**src/design/vrba_pkg.sv**
```systemverilog
// Shared types and constants for the video RAM bus access unit.
`timescale 1ns / 1ps
package vrba_pkg;

  localparam int VRAM_BYTES  = 98304;
  localparam int LANES       = 4;
  localparam int LANE_DEPTH  = VRAM_BYTES / LANES;
  localparam int LANE_AW     = $clog2(LANE_DEPTH);
  localparam int QUEUE_DEPTH = 2;

  localparam logic [16:0] MIRROR_HIGH_MASK = 17'h17fff;
  localparam logic [16:0] MIRROR_LOW_MASK  = 17'h0ffff;
  localparam logic [16:0] OBJ_BASE_TEXT    = 17'h10000;
  localparam logic [16:0] OBJ_BASE_BITMAP  = 17'h14000;

  localparam logic       CMD_READ  = 1'b0;
  localparam logic       CMD_WRITE = 1'b1;

  localparam logic [1:0] SIZE_BYTE = 2'd0;
  localparam logic [1:0] SIZE_HALF = 2'd1;
  localparam logic [1:0] SIZE_WORD = 2'd2;

  typedef enum logic [2:0] {
    SEL_ZERO,
    SEL_WORD,
    SEL_HALF_LO,
    SEL_HALF_HI,
    SEL_BYTE0,
    SEL_BYTE1,
    SEL_BYTE2,
    SEL_BYTE3
  } res_sel_t;

  typedef struct packed {
    logic [LANES-1:0]   lane_we;
    logic               rd;
    logic [LANE_AW-1:0] word_addr;
    logic [31:0]        wdata;
    res_sel_t           sel;
  } queue_entry_t;

  typedef struct packed {
    logic not_empty;
    logic full;
  } queue_status_t;

endpackage

```
**src/design/vrba_queue.sv**
```systemverilog
// Short FIFO of lane commands between front and back ends.
`timescale 1ns / 1ps
module vrba_queue #(
  parameter int DEPTH = vrba_pkg::QUEUE_DEPTH
) (
  input  logic                    clk,
  input  logic                    rst,
  input  logic                    push,
  input  vrba_pkg::queue_entry_t  push_entry,
  input  logic                    pop,
  output vrba_pkg::queue_entry_t  head,
  output vrba_pkg::queue_status_t status
);

  localparam int PTR_W = (DEPTH > 1) ? $clog2(DEPTH) : 1;
  localparam int CNT_W = $clog2(DEPTH + 1);

  vrba_pkg::queue_entry_t entries [DEPTH];
  logic [PTR_W-1:0] wptr;
  logic [PTR_W-1:0] rptr;
  logic [CNT_W-1:0] count;

  assign head             = entries[rptr];
  assign status.not_empty = (count != '0);
  assign status.full      = (count == CNT_W'(DEPTH));

  always_ff @(posedge clk) begin
    if (push) begin
      entries[wptr] <= push_entry;
    end
  end

  always_ff @(posedge clk) begin
    if (rst) begin
      wptr  <= '0;
      rptr  <= '0;
      count <= '0;
    end else begin
      if (push) begin
        wptr <= (wptr == PTR_W'(DEPTH - 1)) ? '0 : wptr + 1'b1;
      end
      if (pop) begin
        rptr <= (rptr == PTR_W'(DEPTH - 1)) ? '0 : rptr + 1'b1;
      end
      case ({push, pop})
        2'b10:   count <= count + 1'b1;
        2'b01:   count <= count - 1'b1;
        default: ;
      endcase
    end
  end

endmodule

```
**config.mk**
```make
export PLATFORM = sky130hd
export DESIGN_NAME = vrba_queue
export DESIGN_NICKNAME = d
export VERILOG_FILES = /design/src/design/vrba_pkg.sv /design/src/design/vrba_queue.sv
export SDC_FILE = /design/constraint.sdc
export NUM_CORES = 1
export LEC_CHECK = 0
export BUFFER_PORTS_ARGS = -buffer_cell sky130_fd_sc_hd__buf_2
export CAP_MARGIN = 25
export CORE_MARGIN = 4
export CORE_UTILIZATION = 46
export CTS_CLUSTER_DIAMETER = 50
export DETAILED_ROUTE_END_ITERATION = 16
export PLACE_DENSITY = 0.74
export SETUP_SLACK_MARGIN = 0.02
export SYNTH_ARGS = -nofsm -noshare
export SYNTH_HDL_FRONTEND = slang
export SYNTH_SLANG_ARGS = --single-unit
```
**constraint.sdc**
```tcl
create_clock -name clk -period 3.15 [get_ports clk]
set_input_delay 0.1575 -clock clk [delete_from_list [all_inputs] [get_ports clk]]
set_output_delay 0.1575 -clock clk [all_outputs]
set_load 0.02 [all_outputs]
```
==> impl_metrics.py <==
metrics = {
    "outcome": {
        "outcome": "completed",
    },
    "critical_path": {
        "reg2regPathDepth": 2,
        "crit_chain": "buf_12 -> mux2_2 -> buf_2",
        "path_class": "reg2out",
        "crit_arrival_ns": 2.08,
        "slowest_stage": "dfxtp_2",
        "crit_path_end_kind": "primary output",
        "cp_max_fo": 29,
        "start_kind": "register",
        "critical_path.max_stage_delay_ns": 0.75,
        "r2r_slack_ns": 1.46,
        "cp.required_ns": 2.99,
    },
    "timing": {
        "period_share_pct": 70.9,
        "setup_tns_ns": 0,
        "tightest_slew_ns": 0.752,
        "setup_viol": 0,
        "period_needed_ns": 2.23,
        "layout_setup_ws_ns": 0.917,
        "rsz0062_at_grt": "false",
        "hold_violations": 0,
        "fmax_ghz": 0.448,
        "skew_ns": 0.00377,
        "slew_violations": 0,
        "slew_headroom_pct": 49.8,
    },
    "floorplan": {
        "initial_core_util_pct": 47.6,
        "die_h_um": 103,
        "die_w_um": 103,
        "num_rows": 34,
        "die_area_sq_mm": 0.0107,
        "ios": 116,
        "core_area_sq_mm": 0.00876,
    },
    "power": {
        "switching_power_uw": 944,
        "power.density_mw_per_mm2": 674,
        "clkPwrFrac_pct": 43.5,
        "p_leak_nw": 2.32,
        "combPwrFrac_pct": 11.8,
        "p_seq_share_pct": 44.7,
        "p_int_mw": 3.13,
        "p_sw_share_pct": 23.2,
        "ir_worst_vdd_v": 0.000385,
    },
    "yosys": {
        "synthCells": 193,
        "synthDistinctLibCells": 16,
        "synthMuxAreaShare_pct": 14.8,
        "synthSimpleGateAreaFrac_pct": 1.11,
        "synth_edf_count": 110,
        "synth_compound_gate_area_share_pct": 0.240,
        "avgSynthCellArea_sq_um": 21.6,
        "ys_ff_latch": 115,
        "synth_area_sq_mm": 0.00417,
        "synth_xor_area_share_pct": 0.840,
        "ys_warn_count": 0,
        "synth-seq-area-share_pct": 81.6,
        "synth-main-ff-cell": "edfxtp_1",
        "synth-adder-area-share_pct": 0.300,
        "synth_top_family_by_area": "multiplexers",
        "synthArstFlopShare_pct": 0,
        "syn-num-nets": 253,
    },
    "route": {
        "ant_nets": 0,
        "drtPass1Iterations": 4,
        "viasPerCell": 4.73,
        "wl_um": 8190,
        "drc_errors": 0,
        "drt-initial-drc-count": 45,
        "vias": 2390,
        "wl_per_cell_um": 16.2,
    },
    "placed_design": {
        "gp_congestion": 0.680,
        "port_buffers": 115,
        "dp_slack_ns": 1.37,
        "dp_hpwl_um": 4910,
    },
    "global_route": {
        "top_usage_layer": "met2",
        "met1_usage_pct": 18.7,
        "grt_pass1_vias": 2631,
        "grt_util_met2_pct": 28.6,
        "antenna_found_initial": 0,
        "grt_max_degree": 30,
        "grt_pass1_wl_um": 12700,
        "grt.total_usage_pct": 16.2,
        "overflow": 0,
        "use_met3_pct": 5.16,
    },
    "worst_hold_path": {
        "hp-class": "in2reg",
        "hold_depth": 3,
    },
    "job": {
        "max-cap-violations": 0,
    },
    "cells_and_area": {
        "final_common_cell": "buf_2",
        "drive_gt1_share_pct": 52.6,
        "area_growth_pct": 44.7,
        "layout_common_cells": "buf_2, edfxtp_1, dlygate4sd3_1, mux2_2, clkbuf_16",
        "fin_nets": 444,
        "diodes": 0,
    },
    "clock_network": {
        "post-cts-setup-buffer-count": 0,
        "clk_pin_slew_ns": 0.06,
        "root_buffer": "clkbuf_8",
        "post_cts_resized": 0,
        "cts_buffer_depth": 2,
        "hold_buffers": 58,
        "tritoncts": "done",
        "cts_buffers": 17,
        "insertion_delay_ns": 0.50,
        "cts_sinks": 115,
        "cts-htree-levels": 4,
    },
}
==> layout make-up <==
cell class | count | area (sq um)
Timing Repair Buffer | 178 | 1210
Clock buffer | 18 | 418
Fill cell | 604 | 2730
Sequential cell | 115 | 3400
Tap cell | 108 | 135
Clock inverter | 14 | 139
Multi-Input combinational cell | 71 | 732
Inverter | 1 | 3.75
==> layer usage <==
layer	routed length (um)	vias up
li1	-	1141
met1	3330	1170
met5	0	-
met2	4380	69
met4	85	0
met3	391	10
==> synthesized netlist by cell type (3+ instances only) <==
cell type | n | area, sq um
buf_4 | 5 | 37.5
edfxtp_1 | 110 | 3300
dfxtp_1 | 5 | 100
mux2_2 | 55 | 619
nor2_1 | 5 | 18.8
xnor2_1 | 3 | 26.3
==> power groups by stage <==
stage / Sequential, mW / Clock [mW] / Combinational [mW]
after detailed placement: 1.85 / 0 / 0.430
after floorplan: 1.83 / 0 / 0.282
after global placement: 1.85 / 0 / 0.423
after CTS: 1.82 / 1.81 / 0.488
after global routing: 1.83 / 1.89 / 0.519
final: 1.82 / 1.77 / 0.481
==> kinds of logic after synthesis <==
group	count (synthesis)
flip-flops	115
multiplexers	55
AND/OR/NAND/NOR	9
buffers and inverters	7
XOR/XNOR	4
AO/OA/AOI/OAI	2
adder cells (fa/ha/maj)	1
==> path summary, 6_finish.rpt <==
path             from        endpoint
max          register        head[26]
min              push  entries[0][35]
max reg2reg      wptr  entries[0][38]
min reg2reg  count[1]        count[1]
==> sequential cells by signal (all words and copies together) (netlist names), named ones only <==
register and flops:
entries 110, count 2, wptr 1, rptr 1
==> stage by stage <==
step | cell area (sq um) | instances | power, mW | hold WS, ns | utilization [%]
detailed placement | 4900 | 415 | 2.28 | 0.349 | 55.9
CTS | 6040 | 505 | 4.12 | 0.241 | 68.9
global route | 6040 | 505 | 4.24 | 0.284 | 68.9
floorplan | 4170 | 193 | 2.12 | 0.227 | -
global placement | 4900 | 415 | 2.27 | 0.344 | 55.9
finish | 6040 | 505 | 4.07 | 0.254 | 68.9
==> critical path, delay by kind of cell, from the launching register on <==
| kind | cells | cell delay [ns] |
|---|---|---|
| DFF | 1 | 0.75 |
| buffers and inverters | 2 | 0.45 |
| muxes | 1 | 0.37 |
No activity file was read; power rests on OpenSTA's default activity.
