## src/design/vrba_pkg.sv

```systemverilog
// Shared types and constants for the video RAM bus access unit.
`timescale 1ns / 1ps
package vrba_pkg;

  localparam int VRAM_BYTES  = 98304;
  localparam int LANES       = 4;
  localparam int LANE_DEPTH  = VRAM_BYTES / LANES;
  localparam int LANE_AW     = $clog2(LANE_DEPTH);
  localparam int QUEUE_DEPTH = 2;

  localparam logic [16:0] MIRROR_HIGH_MASK = 17'h17fff;
  localparam logic [16:0] MIRROR_LOW_MASK  = 17'h0ffff;
  localparam logic [16:0] OBJ_BASE_TEXT    = 17'h10000;
  localparam logic [16:0] OBJ_BASE_BITMAP  = 17'h14000;

  localparam logic       CMD_READ  = 1'b0;
  localparam logic       CMD_WRITE = 1'b1;

  localparam logic [1:0] SIZE_BYTE = 2'd0;
  localparam logic [1:0] SIZE_HALF = 2'd1;
  localparam logic [1:0] SIZE_WORD = 2'd2;

  typedef enum logic [2:0] {
    SEL_ZERO,
    SEL_WORD,
    SEL_HALF_LO,
    SEL_HALF_HI,
    SEL_BYTE0,
    SEL_BYTE1,
    SEL_BYTE2,
    SEL_BYTE3
  } res_sel_t;

  typedef struct packed {
    logic [LANES-1:0]   lane_we;
    logic               rd;
    logic [LANE_AW-1:0] word_addr;
    logic [31:0]        wdata;
    res_sel_t           sel;
  } queue_entry_t;

  typedef struct packed {
    logic not_empty;
    logic full;
  } queue_status_t;

endpackage

```

## src/design/vrba_front.sv

```systemverilog
// Front end: accepts transactions, mirrors and aligns the offset, builds lane commands.
`timescale 1ns / 1ps
module vrba_front (
  input  logic                   clk,
  input  logic                   rst,
  input  logic                   cfg_wen,
  input  logic [2:0]             cfg_wdata,
  input  logic                   s_tvalid,
  output logic                   s_tready,
  input  logic [55:0]            s_tdata,
  input  logic [2:0]             s_tuser,
  input  vrba_pkg::queue_status_t q_status,
  output logic                   push,
  output vrba_pkg::queue_entry_t push_entry
);

  logic [2:0]  bg_mode;
  logic        cmd;
  logic [1:0]  access_size;
  logic [16:0] offset;
  logic [31:0] write_data;
  logic [16:0] addr;
  logic        dropped;

  always_ff @(posedge clk) begin
    if (rst) begin
      bg_mode <= 3'd0;
    end else if (cfg_wen) begin
      bg_mode <= cfg_wdata;
    end
  end

  assign cmd         = s_tuser[0];
  assign access_size = s_tuser[2:1];
  assign offset      = s_tdata[16:0];
  assign write_data  = s_tdata[48:17];

  assign s_tready = !q_status.full;
  assign push     = s_tvalid && s_tready;

  assign addr = offset[16] ? (offset & vrba_pkg::MIRROR_HIGH_MASK)
                           : (offset & vrba_pkg::MIRROR_LOW_MASK);

  // object region rejects byte writes: from 0x10000 in bg_mode 0-2, from 0x14000 in 3-5
  always_comb begin
    dropped = 1'b0;
    if ((bg_mode inside {[3'd0:3'd2]}) && addr >= vrba_pkg::OBJ_BASE_TEXT) begin
      dropped = 1'b1;
    end
    if ((bg_mode inside {[3'd0:3'd5]}) && addr >= vrba_pkg::OBJ_BASE_BITMAP) begin
      dropped = 1'b1;
    end
  end

  always_comb begin
    push_entry.word_addr = addr[16:2];
    push_entry.lane_we   = '0;
    push_entry.rd        = 1'b0;
    push_entry.wdata     = write_data;
    push_entry.sel       = vrba_pkg::SEL_ZERO;
    if (cmd == vrba_pkg::CMD_READ) begin
      case (access_size)
        vrba_pkg::SIZE_WORD: begin
          push_entry.rd  = 1'b1;
          push_entry.sel = vrba_pkg::SEL_WORD;
        end
        vrba_pkg::SIZE_HALF: begin
          push_entry.rd  = 1'b1;
          push_entry.sel = addr[1] ? vrba_pkg::SEL_HALF_HI : vrba_pkg::SEL_HALF_LO;
        end
        vrba_pkg::SIZE_BYTE: begin
          push_entry.rd = 1'b1;
          case (addr[1:0])
            2'd0:    push_entry.sel = vrba_pkg::SEL_BYTE0;
            2'd1:    push_entry.sel = vrba_pkg::SEL_BYTE1;
            2'd2:    push_entry.sel = vrba_pkg::SEL_BYTE2;
            default: push_entry.sel = vrba_pkg::SEL_BYTE3;
          endcase
        end
        default: ;
      endcase
    end else begin
      case (access_size)
        vrba_pkg::SIZE_WORD: begin
          push_entry.lane_we = 4'b1111;
        end
        vrba_pkg::SIZE_HALF: begin
          push_entry.lane_we = addr[1] ? 4'b1100 : 4'b0011;
          push_entry.wdata   = {write_data[15:0], write_data[15:0]};
        end
        vrba_pkg::SIZE_BYTE: begin
          // byte is stored to both bytes of its halfword
          push_entry.lane_we = dropped ? 4'b0000 : (addr[1] ? 4'b1100 : 4'b0011);
          push_entry.wdata   = {4{write_data[7:0]}};
        end
        default: ;
      endcase
    end
  end

endmodule

```

## config.mk

```make
export PLATFORM = sky130hd
export DESIGN_NAME = vrba_front
export DESIGN_NICKNAME = d
export VERILOG_FILES = /design/src/design/vrba_pkg.sv /design/src/design/vrba_front.sv
export SDC_FILE = /design/constraint.sdc
export NUM_CORES = 1
export LEC_CHECK = 0
export BUFFER_PORTS_ARGS = -buffer_cell sky130_fd_sc_hd__buf_2
export CORE_ASPECT_RATIO = 0.6
export CORE_UTILIZATION = 28
export DETAILED_ROUTE_END_ITERATION = 8
export GPL_TIMING_DRIVEN = 0
export MAX_ROUTING_LAYER = met4
export PLACE_DENSITY = 0.8
export SKIP_CTS_REPAIR_TIMING = 1
export SYNTH_ARGS = -nofsm -noshare
export SYNTH_HDL_FRONTEND = slang
export SYNTH_SLANG_ARGS = --single-unit
```

## constraint.sdc

```tcl
create_clock -name clk -period 1.66 [get_ports clk]
set_clock_uncertainty 0.15 [all_clocks]
set_input_delay 0.249 -clock clk [delete_from_list [all_inputs] [get_ports clk]]
set_output_delay 0.249 -clock clk [all_outputs]
set_load 0.03 [all_outputs]
```

==> metrics, run 1 <==
IO buf count 102; CP required 1260 ps; Global Route Usage Sum 16.00%; Largest register FFs 3; multi-input logic area 579.3 µm²; WHS 63.26 ps; Yosys cell types 19; CP Capture Type output pin; nets 282; placed cell count 235; Initial Util 30.17%; Max-slew headroom 77.76%; Max clock buf depth 2; Startpoint Class flip-flop; CTS buffer count 3; DRT Pass-1 Iters 4; synthesized cell area 777.0 µm²; most common cell in the netlist buf_4; max-slew violations 0; fin worst setup slack -129.2 ps; Reg area 61.31 µm²; Least-Margin Pin Slew 332.2 ps; CTS tree yes; share of the synthesized area in the top cell type 23.19%; fillers 225; crit path kind reg -> out; Peak Freq 558.9 MHz; fin cells 245; final setup fails 4; vias in the first global route 894; Remaining Overflow, GRT 0; post-synthesis async set-or-reset flop share 0%; # diodes 0; # rows 14; clk_lat worst skew 210 ps; average wire per standard cell 11.34 µm; total of max-cap violations 0; Cells after Synth 101; clk root buf clkbuf_8; mean post-synth cell area 7.693 µm²; unrepaired setup endpoints after global routing true; most flop-heavy register bg_mode; status finished with violations; Vias 1092; failing checks negative setup slack; num ports 125; DRT iter0 DRCs 27; post-placement cell area 1373 µm²; number of synthesized register bits 3; Power Total 0.8666 mW; largest net degree at the start of global routing 11; share of post-route cells with drive strength above 1 80.28%; Final min period 1789 ps; die outline width 70.01 µm; worst hold path type in -> reg; ranking of synthesized cells by area buf_4 (23%), mux2_2 (23%), mux2i_1 (14%); die height 42.81 µm; Post-synth EDFFs 0; # DRC 0; leakage dissipation 0.9083 nW; most common library cells after synthesis buf_4 (24), mux2_2 (16), mux2i_1 (11); first-pass GRT wire length 3822 µm; dpl hpwl 2127 µm; core area 2575 µm²; Worst Path Arrival 1390 ps; CP max FO 3; Synth area leader buf_4; P&R area growth vs syn 108.7%; routed wire length 2778 µm; Vias/cell 4.457; worst vdd ir 0.0001757 V; H-tree Lvls 1; final hold vios 0; Ys Warns 0; power per cell area 534.4 nW/µm²; die area 2997 µm²; antenna viol nets, final 0; routability cong. 0.7202; initial antenna violation count 0; design area 1622 µm²; Post-synth top flop dfxtp_1; pre-CTS setup slack -270.3 ps; Seq/Total Area, Yosys 7.729%; crit share post-route 107.8%; largest registers bg_mode: 3 flops; Num Clock Sinks 3; syn_nets 169; CTS clk-pin slew, worst paths 30 ps
==> critical path, cell delays in order, from the launching register on <==
cell,delay [ps]
dfxtp_2,330
nor2b_4,130
nor4b_4,320
a221oi_4,120
buf_4,150
buf_6,130
==> cells by family after synthesis <==
logic type / share of synthesized area (%)
buffers and inverters: 28.02
multiplexers: 37.36
AND/OR/NAND/NOR: 17.71
AO/OA/AOI/OAI: 9.179
flip-flops: 7.730
==> layout by cell type (no fill, tap or decap), types with 2 or more instances in the layout <==
| cell type | n |
|---|---|
| o21ai_2 | 3 |
| nand2b_1 | 2 |
| buf_8 | 3 |
| nor3_1 | 2 |
| nor2_1 | 4 |
| buf_4 | 31 |
| clkbuf_4 | 2 |
| nor2b_1 | 2 |
| nor2b_4 | 2 |
| buf_2 | 92 |
| o21ai_1 | 6 |
| clkbuf_8 | 3 |
| dfxtp_1 | 2 |
| mux2i_1 | 11 |
| buf_6 | 8 |
| nand2_1 | 9 |
| mux2_2 | 16 |
==> worst paths after layout <==
kind / cells after the start / start / slack, ps / end
setup reg to reg: 2 / bg_mode[2] / 860 / bg_mode[2]
hold / removal: 2 / rst / 60 / bg_mode[2]
hold reg to reg: 2 / bg_mode[0] / 390 / bg_mode[0]
setup / recovery: 5 / bg_mode[2] / -130 / push_entry[54]
==> power breakdown <==
group          total [mW]  switching (mW)  internal, mW
clock network       0.217          0.0532         0.164
logic               0.568           0.323         0.245
registers          0.0809         0.00362        0.0773
==> per-layer routing <==
layer	global-route usage [%]	up-vias	wire, µm	share of wire (%)
met5	-	-	0	0
li1	-	551	-	-
met3	2.850	2	185	6.7
met4	4.400	0	14	0.50
met1	20.31	481	1271	46
met2	26.35	58	1306	47
==> layout make-up <==
type / instances / area share (%)
Buffer: 30 / 15.51
Clock buffer: 4 / 2.778
Inverter: 2 / 0.4630
Multi-Input combinational cell: 66 / 35.73
Sequential cell: 3 / 3.781
Tap cell: 32 / 2.469
Timing Repair Buffer: 108 / 39.27
==> metrics by stage <==
step / util [%] / setup TNS, ps
after global placement: 53.30 / -4340
final: 62.97 / -343.1
after floorplan: - / -898.8
after global routing: 62.97 / -526.3
after CTS: 55.05 / -5066
after detailed placement: 53.30 / -4284
(Power assumes the default switching activity.)
==> run 2: changes to the inputs <==
CAP_MARGIN = 20   (was default)
CORE_ASPECT_RATIO = 0.8   (was 0.6)
==> run 2 against run 1 <==
Net effect: register-to-register slack better by 40 ps; count of clock-buffer cells in the layout unchanged; critical path type unchanged; the run still ends with negative setup slack left; total power down 11%; sequential power down 0.9%; final area down 1.9%; critical path depth unchanged; maximum frequency down 0.18%; worst setup slack worse by 3.2 ps.
==> metrics, run 2 (synthesis results as in run 1) <==
power per cell area 486.1 nW/µm² (-9.0%); leakage dissipation 0.8857 nW (-2.5%); first-pass GRT wire length 3808 µm (-0.37%); crit path cell chain nor2b_4 > nor4b_4 > a221oi_4 > buf_4 > buf_6; unrepaired setup endpoints after global routing true; nets 279 (-1.1%); crit share post-route 108.0% (+0.19 points); antenna viol nets, final 0 (unchanged); hold path endpoint bg_mode[2]; CP required 1260 ps (about the same); R2R setup slack 900 ps (+40 ps); Global Route Usage Sum 16.70% (+0.70 points); Max clock buf depth 2 (unchanged); clk root buf clkbuf_4; pre-CTS setup slack -293.2 ps (-22.92 ps); clk_lat worst skew 230 ps (+20 ps); switch share 46.71% (+2.9 points); WP buf/inv 2 (unchanged); most flop-heavy register bg_mode; Crit Reg-Reg Endpoint bg_mode[2]; dpl hpwl 2086 µm (-1.9%); die area 2991 µm² (-0.19%); die height 49.12 µm (+15%); P&R area growth vs syn 104.7%; failing checks negative setup slack; final hold vios 0 (unchanged); routability cong. 0.7172 (-0.42%); Peak Freq 557.9 MHz (-0.18%); most frequent cells in the layout buf_2 (88), buf_4 (30), mux2_2 (16); IO buf count 102 (unchanged); Largest register FFs 3 (unchanged); Worst path slowest cell dfxtp_2; CTS tree yes; Clk network pwr share 16.5% (-8.6 points); crit path kind reg -> out; reg2reg path depth 2 (unchanged); fin worst setup slack -132.4 ps (-3.180 ps); DRT iter0 DRCs 20 (-26%); vias in the first global route 951 (+6.4%); final setup fails 4 (unchanged); status finished with violations; largest net degree at the start of global routing 11 (unchanged); CTS clk-pin slew, worst paths 30 ps (about the same); share of post-route cells with drive strength above 1 80.00% (-0.28 points); worst vdd ir 0.0002218 V (+26%); part of the power in combinational logic 73.1% (+7.5 points); # diodes 0 (unchanged); Worst Path Arrival 1390 ps (about the same); initial antenna violation count 0 (unchanged); Num Clock Sinks 3 (unchanged); H-tree Lvls 1 (unchanged); core area 2542 µm² (-1.3%); Final min period 1792 ps (+3.180 ps); max-slew violations 0 (unchanged); Initial Util 30.56% (+0.39 points); kind of cell adding the most delay to the critical path simple AND/OR/NAND/NOR gates; Max-slew headroom 79.31% (+1.6 points); CP max FO 3 (unchanged); Flop pwr share 10.4% (+1.1 points); Vias/cell 4.467 (+0.23%); fin util 62.55% (-0.42 points); max incr delay on CP 320 ps (about the same); CTS buffer count 3 (unchanged); Hold Path Stages 2 (unchanged); Power Total 0.7730 mW (-11%); # DRC 0 (unchanged); Least-Margin Pin Slew 309.1 ps (-23.18 ps); Psw 0.3611 mW (-5.0%); r2r startpoint bg_mode[2]; worst hold path type in -> reg; Startpoint Class flip-flop; most common cell after layout, fill and taps aside buf_2; routed wire length 2685 µm (-3.3%); instance count on the critical path 5 (unchanged); average wire per standard cell 10.91 µm (-3.7%); num ports 125 (unchanged); # rows 16 (+2); largest registers bg_mode: 3 flops; die outline width 60.90 µm (-13%); CP Capture Type output pin; Remaining Overflow, GRT 0 (unchanged); Vias 1099 (+0.64%); total of max-cap violations 0 (unchanged); DRT Pass-1 Iters 4 (unchanged); Pint 0.4119 mW (-15%); hold_sp rst
==> run 2: power groups by stage <==
stage                     combinational, mW  clock [mW]  sequential (mW)
after detailed placement              0.510           0           0.0800
after global placement                0.503           0           0.0799
after global routing                  0.602       0.136           0.0807
final                                 0.565       0.128           0.0802
after CTS                             0.511       0.132           0.0788
after floorplan                       0.353           0           0.0794
==> run 2: through the flow <==
step           std cells  instance area, µm²  hold slack [ps]  setup TNS (ps)
2_1_floorplan        101               822.0            171.4          -898.8
3_3_place_gp         239                1378            288.8           -4306
3_5_place_dp         239                1378            301.7           -4440
4_1_cts              243                1404            54.45           -5311
5_1_grt              246                1590            73.56          -718.5
6_report             246                1590            50.94          -351.8
==> run 2: final cells by class <==
| type | instances | area, µm² |
|---|---|---|
| plain buffers | 30 | 247.7 |
| clock buffers | 4 | 26.28 |
| fillers | 205 | 952.2 |
| inverters | 2 | 7.507 |
| multi-input cells | 66 | 574.3 |
| flip-flops and latches | 3 | 61.31 |
| well taps | 36 | 45.04 |
| repair buffers | 105 | 628.1 |
==> run 2: worst reg2reg max path: stages, from the launching register on <==
cell and delay (ps):
dfxtp_2 320, mux2i_1 130, nor2_1 50
==> run 2: worst max-delay path by stage <==
stage / start / end
CTS: bg_mode[0] / push_entry[54]
global placement: s_tuser[2] / push_entry[25]
global route: bg_mode[2] / push_entry[54]
finish: bg_mode[2] / push_entry[54]
floorplan: s_tuser[2] / push_entry[27]
detailed placement: s_tuser[2] / push_entry[26]
==> run 2: per-layer routing <==
metal	track usage (%)	vias to the layer above	wire length (µm)
li1	-	543	-
met1	17.07	489	961
met2	31.68	63	1467
met3	2.387	4	232
met4	5.303	0	23
met5	-	-	0
==> run 3: changes to the inputs <==
TNS_END_PERCENT = 5   (was default)
==> run 3 against run 2 <==
Net effect: the flow still finishes with violations (negative setup slack); clock power is 5% higher; highest routed layer unchanged; register-to-register slack worse by 20 ps; total power is 3.6% lower; critical path depth stayed put; cell count is 0.41% lower; worst setup slack better by 4.8 ps; routed wire length is 2.9% lower; via count is 4.4% lower; combinational power is 6.0% lower; utilization is 3.9 points lower.
==> metrics, run 3 (synthesis results as in run 1) <==
max incr delay on CP 320 ps (about the same); Max-slew headroom 78.82% (-0.49 points); die height 49.12 µm (unchanged); Least-Margin Pin Slew 316.4 ps (+7.340 ps); final setup TNS -534.3 ps (-182.5 ps); Initial Util 30.56% (unchanged); crit path cell chain nor2b_4 > nor4b_4 > a221oi_4 > buf_4 > buf_6; vias in the first global route 935 (-1.7%); crit share post-route 107.7% (-0.29 points); P&R area growth vs syn 91.79%; DRT iter0 DRCs 23 (+15%); CP max FO 3 (unchanged); antenna viol nets, final 0 (unchanged); largest registers bg_mode: 3 flops; max-slew violations 0 (unchanged); Final min period 1788 ps (-4.781 ps); final setup fails 13 (+9); clk root buf clkbuf_4; fin worst setup slack -127.6 ps (+4.781 ps); most frequent cells in the layout buf_2 (95), buf_4 (31), mux2_2 (16); most flop-heavy register bg_mode; # rows 16 (unchanged); Vias 1051 (-4.4%); average wire per standard cell 10.64 µm (-2.5%); largest net degree at the start of global routing 11 (unchanged); worst vdd ir 0.0002215 V (-0.15%); initial antenna violation count 0 (unchanged); pre-CTS setup slack -278.9 ps (+14.33 ps); Worst path slowest cell dfxtp_2; IO buf count 102 (unchanged); Num Clock Sinks 3 (unchanged); first-pass GRT wire length 3905 µm (+2.5%); # DRC 0 (unchanged); die outline width 60.90 µm (unchanged); dpl hpwl 2132 µm (+2.2%); Startpoint Class flip-flop; placed cell count 239 (unchanged); nets 278 (-0.36%); failing checks negative setup slack; Max clock buf depth 2 (unchanged); total of max-cap violations 0 (unchanged); crit path kind reg -> out; fin cells 245 (-0.41%); num ports 125 (unchanged); fillers 270 (+32%); unrepaired setup endpoints after global routing true; DRT Pass-1 Iters 4 (unchanged); # diodes 0 (unchanged); CP Capture Type output pin; CTS buffer count 3 (unchanged); routability cong. 0.6711 (-6.4%); power per cell area 500.2 nW/µm² (+2.9%); routed wire length 2606 µm (-2.9%); Global Route Usage Sum 17.23% (+0.52 points); Peak Freq 559.4 MHz (+0.27%); H-tree Lvls 1 (unchanged); die area 2991 µm² (unchanged); leakage dissipation 0.8458 nW (-4.5%); core area 2542 µm² (unchanged); Vias/cell 4.290 (-4.0%); share of post-route cells with drive strength above 1 78.47% (-1.5 points); CTS tree yes; Worst Path Arrival 1390 ps (about the same); most common cell after layout, fill and taps aside buf_2; Largest register FFs 3 (unchanged); status finished with violations; CTS clk-pin slew, worst paths 40 ps (about the same); CP required 1260 ps (about the same); clk_lat worst skew 240 ps (about the same); worst hold path type in -> reg; Remaining Overflow, GRT 0 (unchanged); final hold vios 0 (unchanged)
==> run 3: cell count changes in the layout (fill, tap and decap cells not counted), moves of 2 or more <==
cell / delta
o21ai_1: +2
o21ai_2: -2
buf_8: -2
buf_6: -4
buf_2: +7
==> run 3: where the power goes <==
group,internal [mW],switching [mW],leakage (nW)
logic,0.219,0.312,0.806
registers,0.0771,0.00273,0.0251
clock network,0.0905,0.0440,0.0150
total,0.387,0.359,0.846
==> run 3: cell type report <==
class / count / area (µm²) / share of cell area, %
buffer: 30 / 236.5 / 15.87
clock buffer: 4 / 26.28 / 1.763
multi-input combinational: 66 / 559.3 / 37.53
sequential: 3 / 61.31 / 4.114
inverter: 2 / 7.507 / 0.5038
tap: 36 / 45.04 / 3.023
timing repair buffer: 104 / 554.3 / 37.20
==> run 3: path summary, 6_finish.rpt <==
path | startpoint | to | slack [ps] | depth (start not counted)
worst max-delay path | bg_mode[2] | push_entry[54] | -130 | 5
worst min-delay path | rst | bg_mode[0] | 40 | 2
worst max register to register | bg_mode[2] | bg_mode[2] | 880 | 2
worst min register to register | bg_mode[0] | bg_mode[0] | 340 | 2
==> run 3: metal layers <==
metal  share of wire, %  wire length, µm  global-route usage (%)  vias up
met1                 39             1027                   19.87      444
met2                 51             1342                   30.77       61
met4                1.0               27                   5.682        0
met5                  0                0                       -        -
met3                8.0              209                   1.326        3
li1                   -                -                       -      543
==> run 3: worst max-delay path: cells and delay by family (launching register included) <==
family	cells	cell delay, ps
compound gates	1	120
buf+inv	2	280
flops	1	320
simple gates	2	440
==> run 3: per-stage QoR <==
| stage | utilization (%) | instance area [µm²] | hold WS (ps) | total power, mW |
|---|---|---|---|---|
| final | 58.61 | 1490 | 44.92 | 0.7454 |
| after detailed placement | 53.89 | 1370 | 293.4 | 0.5858 |
| after global routing | 58.61 | 1490 | 48.45 | 0.7986 |
| after CTS | 54.92 | 1396 | 42.87 | 0.7259 |
| after global placement | 53.89 | 1370 | 298.4 | 0.5824 |
| after floorplan | - | 814.5 | 171.4 | 0.4292 |
